**config.mk**
```make
export PLATFORM = sky130hd
export DESIGN_NAME = multi_level_priority_fifo
export DESIGN_NICKNAME = d
export VERILOG_FILES = /design/src/rtl/core/mlpf_pkg.sv /design/src/rtl/core/mlpf_store.sv /design/src/rtl/core/mlpf_level_table.sv /design/src/rtl/core/multi_level_priority_fifo.sv
export SDC_FILE = /design/constraint.sdc
export NUM_CORES = 1
export LEC_CHECK = 0
export BUFFER_PORTS_ARGS = -buffer_cell sky130_fd_sc_hd__buf_2
export CAP_MARGIN = 20
export CORE_AREA = 2 2 369 298
export DETAILED_ROUTE_END_ITERATION = 16
export DIE_AREA = 0 0 371 300
export PLACE_DENSITY = 0.64
export SYNTH_ARGS = -nofsm -noshare
export SYNTH_HDL_FRONTEND = slang
export SYNTH_SLANG_ARGS = --single-unit
```
**constraint.sdc**
```tcl
create_clock -name aclk -period 6.3 [get_ports aclk]
set_input_delay 1.26 -clock aclk [delete_from_list [all_inputs] [get_ports aclk]]
set_output_delay 1.26 -clock aclk [all_outputs]
set_load 0.01 [all_outputs]
```
**src/rtl/core/mlpf_pkg.sv**
```systemverilog
// Package for the multi-level priority FIFO: shared constants, status codes
// and the per-beat control struct passed from the level table to the top level.
// No dependencies.
`default_nettype none

package mlpf_pkg;

    localparam int LEVELS_DEFAULT = 8;
    localparam int DEPTH_DEFAULT  = 16;

    localparam int DATA_W   = 8;
    localparam int LEVEL_W  = 4;
    localparam int STATUS_W = 2;
    localparam int CFG_W    = 32;
    localparam int ADDR_W   = 3;

    localparam logic [LEVEL_W-1:0] LEVELS_IN_USE_RESET = 4'd8;

    // Register indexes (word address = paddr[2]).
    localparam logic REG_LEVELS_IN_USE = 1'b0;

    localparam logic OP_ENQUEUE = 1'b0;
    localparam logic OP_DEQUEUE = 1'b1;

    localparam logic [STATUS_W-1:0] ST_OK        = 2'd0;
    localparam logic [STATUS_W-1:0] ST_INVALID   = 2'd1;
    localparam logic [STATUS_W-1:0] ST_UNDERFLOW = 2'd2;
    localparam logic [STATUS_W-1:0] ST_FULL      = 2'd3;

    typedef struct packed {
        logic                wr_en;   // enqueue goes to the store
        logic                rd_en;   // dequeue reads the store
        logic [STATUS_W-1:0] status;
    } mlpf_op_t;

endpackage

`default_nettype wire

```
**src/rtl/core/mlpf_store.sv**
```systemverilog
// Entry store of the multi-level priority FIFO: one synchronous memory holding
// the rings of all levels, with one address shared by writes and registered reads.
// Depends on mlpf_pkg.
`default_nettype none

module mlpf_store #(
    parameter int ENTRIES = mlpf_pkg::LEVELS_DEFAULT * mlpf_pkg::DEPTH_DEFAULT,
    parameter int AW      = (ENTRIES > 1) ? $clog2(ENTRIES) : 1
) (
    input  wire logic                        aclk,
    input  wire logic                        wr_en,
    input  wire logic                        rd_en,
    input  wire logic [AW-1:0]               addr,
    input  wire logic [mlpf_pkg::DATA_W-1:0] wr_data,
    output logic      [mlpf_pkg::DATA_W-1:0] rd_data
);

    logic [mlpf_pkg::DATA_W-1:0] mem [ENTRIES];
    logic [mlpf_pkg::DATA_W-1:0] rd_data_reg;

    always_ff @(posedge aclk) begin
        if (wr_en) begin
            mem[addr] <= wr_data;
        end
        if (rd_en) begin
            rd_data_reg <= mem[addr];
        end
    end

    assign rd_data = rd_data_reg;

endmodule

`default_nettype wire

```
**src/rtl/core/mlpf_level_table.sv**
```systemverilog
// Per-level ring bookkeeping: head, tail and occupancy of each level, the
// priority encoder for dequeues and the store address for the current beat.
// Depends on mlpf_pkg.
`default_nettype none

module mlpf_level_table #(
    parameter int LEVELS = mlpf_pkg::LEVELS_DEFAULT,
    parameter int DEPTH  = mlpf_pkg::DEPTH_DEFAULT,
    parameter int AW     = ((LEVELS * DEPTH) > 1) ? $clog2(LEVELS * DEPTH) : 1
) (
    input  wire logic                         aclk,
    input  wire logic                         aresetn,
    input  wire logic                         accept,
    input  wire logic                         operation,
    input  wire logic [mlpf_pkg::LEVEL_W-1:0] priority_level,
    input  wire logic [mlpf_pkg::LEVEL_W-1:0] levels_in_use,
    output mlpf_pkg::mlpf_op_t                op,
    output logic      [AW-1:0]                addr
);

    localparam int LVL_W = (LEVELS > 1) ? $clog2(LEVELS) : 1;
    localparam int PTR_W = $clog2(DEPTH);
    localparam int CNT_W = $clog2(DEPTH + 1);
    localparam int NW    = mlpf_pkg::LEVEL_W + 1;

    logic [PTR_W-1:0] head_reg  [LEVELS];
    logic [PTR_W-1:0] tail_reg  [LEVELS];
    logic [CNT_W-1:0] count_reg [LEVELS];

    logic [NW-1:0]    n_active;
    logic [NW-1:0]    lvl_ext;
    logic [mlpf_pkg::LEVEL_W-1:0] lvl_m1;
    logic             enq_valid;
    logic [LVL_W-1:0] enq_q;
    logic             deq_found;
    logic [LVL_W-1:0] deq_q;
    logic [LVL_W-1:0] sel_q;
    logic [PTR_W-1:0] sel_ptr;
    logic [PTR_W-1:0] ptr_next;
    logic             sel_full;

    always_comb begin
        if ({1'b0, levels_in_use} > NW'(LEVELS)) begin
            n_active = NW'(LEVELS);
        end else begin
            n_active = {1'b0, levels_in_use};
        end
    end

    assign lvl_ext   = {1'b0, priority_level};
    assign enq_valid = (lvl_ext != '0) && (lvl_ext <= n_active);
    assign lvl_m1    = priority_level - 1'b1;
    assign enq_q     = lvl_m1[LVL_W-1:0];

    // Lowest-numbered active level that holds data wins.
    always_comb begin
        deq_found = 1'b0;
        deq_q     = '0;
        for (int i = LEVELS - 1; i >= 0; i--) begin
            if ((NW'(i) < n_active) && (count_reg[i] != '0)) begin
                deq_found = 1'b1;
                deq_q     = LVL_W'(i);
            end
        end
    end

    assign sel_q    = (operation == mlpf_pkg::OP_DEQUEUE) ? deq_q : enq_q;
    assign sel_ptr  = (operation == mlpf_pkg::OP_DEQUEUE) ? head_reg[sel_q] : tail_reg[sel_q];
    assign ptr_next = (sel_ptr == PTR_W'(DEPTH - 1)) ? '0 : sel_ptr + 1'b1;
    assign sel_full = (count_reg[sel_q] == CNT_W'(DEPTH));
    assign addr     = AW'(sel_q) * AW'(DEPTH) + AW'(sel_ptr);

    always_comb begin
        op = '{wr_en: 1'b0, rd_en: 1'b0, status: mlpf_pkg::ST_OK};
        if (operation == mlpf_pkg::OP_DEQUEUE) begin
            if (deq_found) begin
                op.rd_en = accept;
            end else begin
                op.status = mlpf_pkg::ST_UNDERFLOW;
            end
        end else if (!enq_valid) begin
            op.status = mlpf_pkg::ST_INVALID;
        end else if (sel_full) begin
            op.status = mlpf_pkg::ST_FULL;
        end else begin
            op.wr_en = accept;
        end
    end

    always_ff @(posedge aclk) begin
        if (!aresetn) begin
            for (int i = 0; i < LEVELS; i++) begin
                head_reg[i]  <= '0;
                tail_reg[i]  <= '0;
                count_reg[i] <= '0;
            end
        end else if (op.wr_en) begin
            tail_reg[sel_q]  <= ptr_next;
            count_reg[sel_q] <= count_reg[sel_q] + 1'b1;
        end else if (op.rd_en) begin
            head_reg[sel_q]  <= ptr_next;
            count_reg[sel_q] <= count_reg[sel_q] - 1'b1;
        end
    end

endmodule

`default_nettype wire

```
**src/rtl/core/multi_level_priority_fifo.sv**
```systemverilog
// Multi-level priority FIFO: LEVELS rings of DEPTH bytes each, level 1 the
// highest priority. Each input beat is an enqueue (byte plus level) or a
// dequeue, and each gives exactly one result beat with a byte and a status
// (ok, invalid level, underflow, level full). One item is handled at a time.
// Enqueues, rejected enqueues and dequeues that find every active level empty
// produce their result in the cycle after acceptance; a dequeue that finds
// data goes through the registered read port of the entry store first. A new
// item is accepted while the previous result is being taken. levels_in_use
// (APB address 0, reset 8) limits the active levels; entries in levels above
// it are kept untouched. Depends on mlpf_pkg, mlpf_level_table, mlpf_store.
`default_nettype none

module multi_level_priority_fifo #(
    parameter int LEVELS = mlpf_pkg::LEVELS_DEFAULT,
    parameter int DEPTH  = mlpf_pkg::DEPTH_DEFAULT
) (
    input  wire logic                          aclk,
    input  wire logic                          aresetn,

    input  wire logic                          psel,
    input  wire logic                          penable,
    input  wire logic                          pwrite,
    input  wire logic [mlpf_pkg::ADDR_W-1:0]   paddr,
    input  wire logic [mlpf_pkg::CFG_W-1:0]    pwdata,
    output logic      [mlpf_pkg::CFG_W-1:0]    prdata,
    output logic                               pready,

    input  wire logic                          s_valid,
    output logic                               s_ready,
    input  wire logic                          s_operation,
    input  wire logic [mlpf_pkg::DATA_W-1:0]   s_item_data,
    input  wire logic [mlpf_pkg::LEVEL_W-1:0]  s_priority_level,

    output logic                               m_valid,
    input  wire logic                          m_ready,
    output logic      [mlpf_pkg::DATA_W-1:0]   m_out_data,
    output logic      [mlpf_pkg::STATUS_W-1:0] m_status
);

    localparam int AW = ((LEVELS * DEPTH) > 1) ? $clog2(LEVELS * DEPTH) : 1;

    logic [mlpf_pkg::LEVEL_W-1:0]  levels_in_use_reg;
    logic                          m_valid_reg;
    logic                          rd_pend_reg;
    logic [mlpf_pkg::DATA_W-1:0]   out_data_reg;
    logic [mlpf_pkg::STATUS_W-1:0] status_reg;

    logic                          accept;
    logic                          cfg_wr;
    mlpf_pkg::mlpf_op_t            op;
    logic [AW-1:0]                 addr;
    logic [mlpf_pkg::DATA_W-1:0]   rd_data;

    assign pready = 1'b1;
    assign cfg_wr = psel && penable && pwrite && pready;

    always_ff @(posedge aclk) begin
        if (!aresetn) begin
            levels_in_use_reg <= mlpf_pkg::LEVELS_IN_USE_RESET;
        end else if (cfg_wr && (paddr[2] == mlpf_pkg::REG_LEVELS_IN_USE)) begin
            levels_in_use_reg <= pwdata[mlpf_pkg::LEVEL_W-1:0];
        end
    end

    always_comb begin
        prdata = '0;
        if (paddr[2] == mlpf_pkg::REG_LEVELS_IN_USE) begin
            prdata = mlpf_pkg::CFG_W'(levels_in_use_reg);
        end
    end

    // The output register may be drained in the same cycle a new beat enters.
    assign s_ready = !rd_pend_reg && (!m_valid_reg || m_ready);
    assign accept  = s_valid && s_ready;

    mlpf_level_table #(
        .LEVELS (LEVELS),
        .DEPTH  (DEPTH),
        .AW     (AW)
    ) u_table (
        .aclk           (aclk),
        .aresetn        (aresetn),
        .accept         (accept),
        .operation      (s_operation),
        .priority_level (s_priority_level),
        .levels_in_use  (levels_in_use_reg),
        .op             (op),
        .addr           (addr)
    );

    mlpf_store #(
        .ENTRIES (LEVELS * DEPTH),
        .AW      (AW)
    ) u_store (
        .aclk    (aclk),
        .wr_en   (op.wr_en),
        .rd_en   (op.rd_en),
        .addr    (addr),
        .wr_data (s_item_data),
        .rd_data (rd_data)
    );

    always_ff @(posedge aclk) begin
        if (!aresetn) begin
            m_valid_reg <= 1'b0;
            rd_pend_reg <= 1'b0;
        end else begin
            rd_pend_reg <= op.rd_en;
            if (rd_pend_reg || (accept && !op.rd_en)) begin
                m_valid_reg <= 1'b1;
            end else if (m_ready) begin
                m_valid_reg <= 1'b0;
            end
        end
    end

    always_ff @(posedge aclk) begin
        if (rd_pend_reg) begin
            out_data_reg <= rd_data;
            status_reg   <= mlpf_pkg::ST_OK;
        end else if (accept && !op.rd_en) begin
            out_data_reg <= '0;
            status_reg   <= op.status;
        end
    end

    assign m_valid    = m_valid_reg;
    assign m_out_data = out_data_reg;
    assign m_status   = status_reg;

endmodule

`default_nettype wire
```
# ---- After elaboration in Yosys (flattened, before gate mapping)
# Memory sizes are Yosys's and may differ from the RTL's. A register that Yosys moved wholly into a read port is not among the register bits.
# Cells that the tools add are included.
dict set report op_classes {
  n_lt_le_gt_ge 10
  add_sub_neg 5
  n_mux 53
  n_reduce_logical 34
  n_bitwise 2
  n_eq_ne 2
}
# operator count
set ops {}
lappend ops {{$reduce_bool A5 Y1} 9}
lappend ops {{$mux W3} 12}
lappend ops {{$mux W1} 27}
lappend ops {{$mux W4} 6}
lappend ops {{$lt A3 B4 Y1 const A} 4}
lappend ops {{$mux W8} 2}
lappend ops {{$logic_and A1 B1 Y1} 15}
lappend ops {{$mux W5} 2}
lappend ops {{$lt A1 B4 Y1 const A} 2}
lappend ops {{$lt A2 B4 Y1 const A} 2}
lappend ops {{$mux W2} 4}
lappend ops {{$reduce_or A4 Y1} 2}
lappend ops {{$add A7 B4 Y7} 1}
lappend ops {{$add A5 B1 Y5 const B} 1}
lappend ops {{$eq A5 B5 Y1 const B} 1}
lappend ops {{$reduce_or A5 Y1} 1}
lappend ops {{$sub A5 B1 Y5 const B} 1}
lappend ops {{$add A4 B1 Y4 const B} 1}
lappend ops {{$eq A4 B4 Y1 const B} 1}
lappend ops {{$gt A4 B4 Y1 const B} 1}
lappend ops {{$le A4 B4 Y1} 1}
lappend ops {{$reduce_bool A2 Y1} 2}
lappend ops {{$logic_not A1 Y1} 3}
lappend ops {{$sub A3 B1 Y3 const B} 1}
lappend ops {{3 further kinds} 4}
dict set report totals {
  in_bits 55
  n_memories 4
  ramBits 1128
  out_inout_bits 45
  ff_bits 16
  elab_cells 115
}
# name depth word_bits read_ports rd_ports_with_merged_regs wr line_no
set memory_table {}
lappend memory_table {u_store.mem 128 8 1 1 1 mlpf_store.sv:18} ;# logic [mlpf_pkg::DATA_W-1:0] mem [ENTRIES];
lappend memory_table {u_table.count_reg 8 5 9 0 8 mlpf_level_table.sv:28} ;# logic [CNT_W-1:0] count_reg [LEVELS];
lappend memory_table {u_table.head_reg 8 4 1 0 8 mlpf_level_table.sv:26} ;# logic [PTR_W-1:0] head_reg [LEVELS];
lappend memory_table {u_table.tail_reg 8 4 1 0 8 mlpf_level_table.sv:27} ;# logic [PTR_W-1:0] tail_reg [LEVELS];

# ---- Longest topological paths before layout
# An unclocked memory read counts as a cell.
dict set report logic_depth {
  word_depth 24
  ltp_mapped 20
  ltp_nobuf 16
}

# ---- By module
# Synthesis repeated with hierarchy kept, for this count alone.
dict set report hier_totals {
  cells_unflattened 3127
  hier_area_um2 47488.0
}
# mod area_each_um2 seq_area_each_um2 n_inst cells_each
set by_module_without_submodules {}
lappend by_module_without_submodules {mlpf_store 40513.9 30989.7 1 2475}
lappend by_module_without_submodules {mlpf_level_table 6064.6 3123.0 1 569}
lappend by_module_without_submodules {multi_level_priority_fifo 909.6 400.4 1 83}

# ---- Worst setup path after synthesis
# No wires, ideal clock.
dict set report synth_timing {
  kind {input-to-reg}
  from {in s_priority_level[0] in the netlist's numbering}
  to {mem u_table.tail_reg[0][3] in the netlist's numbering, data pin}
  path_buffers 6
  arrival_time_ps 4877
  setup_time_ps 266
  path_stages 20
  path_slack_ps 1157
  path_cell_list {inv_1 -> ha_1 -> clkbuf_1 -> a21o_1 -> nand3_1 -> a2bb2oi_2 -> buf_2 -> a211oi_1 -> nor4_1 -> a22oi_4 -> inv_4 -> buf_4 -> buf_2 -> buf_2 -> ha_1 -> o21ai_0 -> a21oi_1 -> nand2b_1 -> buf_2 -> nor2_1}
}
# element line_no
set synth_rtl {}
lappend synth_rtl {{start: declaration} multi_level_priority_fifo.sv:32} ;# input wire logic [mlpf_pkg::LEVEL_W-1:0] s_priority_level,
lappend synth_rtl {{end: declaration} mlpf_level_table.sv:27}

==> flow_summary.toml <==
[synthesis]
syn_area_per_cell_um2 = 14.2
synthFlopType = "edfxtp_1"
async_flop_share = 0
synth_seq_area_share = 0.717
syn-cell-area_um2 = 48200
synth_cell_type_count = 87
synth_seq_cells = 1152
yosys_warnings = 0
synth_edf_count = 1144
syn_inst = 3400

[sta]
fin_skew_ns = 0.0500
relSlewSlack = 0.274
fmax_ghz = 0.181
finalSetupViolCount = 0
finalCritPeriodShare = 0.879
fin_crit_ns = 5.54
slew_violations = 0
tns_ns = 0
worst_pin_slew_ns = 1.08
rsz0062_at_grt = "no"
finalHoldViolCount = 0

[floorplan]
fp-row-count = 108
io_pins = 100
die_area_um2 = 111000
initial_core_util = 0.447
coreArea_um2 = 108000
die_y_um = 300
die-width_um = 371

[setup_path]
worst_ep_required_time_ns = 6.75
max_stage_delay_ns = 0.80
crit_fanout = 52
start_kind = "flop"
endpoint = "u_store.rd_data[6]"
end_kind = "flop"
reg2reg_slack_ns = 0.76
cp.arrival_ns = 5.99
crit_start = "u_table.count_reg[7][1]"
r2r-start = "u_table.count_reg[7][1]"
r2r_cells = 14
cp_cell_sequence = "or4_1 > o21ai_2 > o22a_1 > o2111a_1 > o21ai_1 > nor4_4 > nor3_4 > buf_12 > buf_12 > a2111oi_0 > a2111oi_0 > a22oi_1 > a31o_2 > o2111ai_1"
r2r-end = "u_store.rd_data[6]"
crit_type = "reg -> reg"
slowest_stage = "o2111a_1"

[route]
vias = 30600
wirelength_um = 130000
wl_per_cell_um = 25.9
drc = 0
drtPass1Iterations = 6
ant_nets = 0
vias_per_cell = 6.08
drt_iter0_markers = 4313

[min_path]
hp-start = "m_status[0]"
min_path_type = "reg -> reg"

[cts]
insertion_delay_ns = 0.73
cts_resized = 0
htreeDepth = 3
cts_sinks = 1152
path_clk_slew_ns = 0.07
cts_root_buffer = "clkbuf_16"
post_cts_buffers = 0
numCtsBuffers = 110
cts_hold_buf = 0
clockBufferDepth = 3
cts_tree = "built"

[global_route]
grt_pass1_vias = 28800
grt_pass1_wl_um = 194000
grt_overflow = 0
antenna_found_initial = 4
gr-usage-all-layers = 0.232
grt_max_degree = 132

[layout]
antenna_cells = 0
drive_above_1_share = 0.131
largest_reg_flops = 1024
syn_to_final_growth_pct = 13.1
final_nets = 3582

[power]
ir_drop_uv = 239
finalPower_uw = 17900
leakage_uw = 0.0178
p_per_area_nw_per_um2 = 329

[place]
portBuffers = 40
hpwl_um = 79800
place.gp.congestion = 0.928

[status]
status = "finished clean"

[flow_run]
maxCapViolCount = 0
[synth_stat cells, drive strengths merged, types with 4 or more instances]
master / n / area share
a211o: 8 / 0.0015
o21ai: 73 / 0.0077
nand2: 485 / 0.038
a21oi: 33 / 0.0037
a32oi: 38 / 0.0069
o22a: 8 / 0.0015
nor2b: 5 / 0.00065
o31a: 131 / 0.024
edfxtp: 1144 / 0.71
nand2b: 4 / 0.00052
inv: 19 / 0.0015
or4: 9 / 0.0015
a31o: 16 / 0.0029
and2: 12 / 0.0016
dfxtp: 8 / 0.0033
a311oi: 29 / 0.0053
nand3: 170 / 0.018
a22oi: 31 / 0.0051
nor4: 37 / 0.0056
nor2: 250 / 0.020
a2111oi: 118 / 0.021
mux2i: 179 / 0.037
o22ai: 10 / 0.0014
buf: 179 / 0.022
a31oi: 36 / 0.0047
and3: 7 / 0.00091
nor3: 34 / 0.0038
ha: 10 / 0.0026
clkbuf: 111 / 0.0087
a32o: 28 / 0.0058
o2111ai: 16 / 0.0029
or2: 4 / 0.00052
xnor2: 4 / 0.00073
nand4: 45 / 0.0058
a21o: 15 / 0.0023
or3: 5 / 0.00065
a211oi: 35 / 0.0055
or4b: 7 / 0.0015
[cell type report]
| class | instances | area, µm² |
|---|---|---|
| Inverter | 20 | 85.1 |
| Clock buffer | 134 | 2850 |
| Fill cell | 9014 | 53200 |
| Tap cell | 1430 | 1790 |
| Multi-Input combinational cell | 1965 | 12300 |
| Clock inverter | 70 | 714 |
| Timing Repair Buffer | 267 | 2240 |
| Sequential cell | 1152 | 34500 |
[critical path: cells and delay by family (launching register included)]
family	cells	cell delay (ns)
AO/OA/AOI/OAI	9	3.29
flip-flops	1	0.40
AND/OR/NAND/NOR	3	1.12
buffers and inverters	2	0.39
[routing by layer]
| layer | wire (µm) | share of wire | GRT usage | up-vias |
|---|---|---|---|---|
| met5 | 0 | 0 | 0 | - |
| met4 | 2690 | 0.021 | 0.0575 | 0 |
| met3 | 13100 | 0.10 | 0.0411 | 170 |
| met2 | 56700 | 0.44 | 0.333 | 1636 |
| met1 | 57800 | 0.44 | 0.366 | 15300 |
| li1 | - | - | - | 13500 |
[cell families (layout without fill, tap and decap cells)]
group	Yosys count	count (layout)	synth area share
flops	1152	1152	0.717
mux	182	182	0.0379
fa+ha+maj	11	11	0.00301
other cells	2	29	0.000156
buf+inv	310	491	0.0324
simple gates	1078	1078	0.0992
compound gates	659	659	0.110
xor+xnor	6	6	0.00109
[per-stage QoR]
| step | hold WS, ns | area, µm² | setup slack [ns] | instances | util |
|---|---|---|---|---|---|
| after floorplan | 0.489 | 48300 | 1.16 | 3427 | - |
| final | 0.478 | 54500 | 0.760 | 5038 | 0.506 |
| after global routing | 0.514 | 54500 | 0.558 | 5038 | 0.506 |
| after CTS | 0.481 | 54500 | 0.903 | 5038 | 0.506 |
| after detailed placement | 0.471 | 50900 | 0.266 | 4834 | 0.473 |
| after global placement | 0.451 | 50900 | 0.254 | 4833 | 0.472 |
[power breakdown]
| group | switching (µW) | leakage, µW | total [µW] | internal, µW |
|---|---|---|---|---|
| logic | 1920 | 0.00565 | 2810 | 883 |
| clock network | 2920 | 0.00171 | 6600 | 3690 |
| registers | 36.5 | 0.0105 | 8530 | 8490 |
| total | 4880 | 0.0178 | 17900 | 13100 |
[layout by cell type, fill, tap and decap left out, types with 15 or more instances in the layout]
cell,count
a32o_1,28
nor3_1,33
nand2_1,485
a32oi_1,38
a2111oi_0,117
conb_1,29
a311oi_1,29
o31a_1,131
a31o_2,16
a22oi_1,30
a31oi_1,35
o2111ai_1,15
nor2_1,242
edfxtp_1,1144
nor4_1,34
a21oi_1,30
mux2i_1,179
o21ai_0,66
buf_12,24
a21o_1,15
clkbuf_16,110
buf_4,210
nand4_1,45
clkinv_1,32
nand3_1,170
a211oi_1,35
clkbuf_1,23
inv_1,17
buf_2,32
[how the worst min path moves through the flow]
stage	to	slack [ns]	cells past startpoint
6_report	m_status[0]	0.48	2
5_1_grt	m_status[0]	0.51	2
4_1_cts	m_status[0]	0.48	2
3_5_place_dp	m_status[0]	0.47	2
3_3_place_gp	m_status[1]	0.45	2
2_1_floorplan	m_status[0]	0.49	2
(Power assumes the default switching activity.)
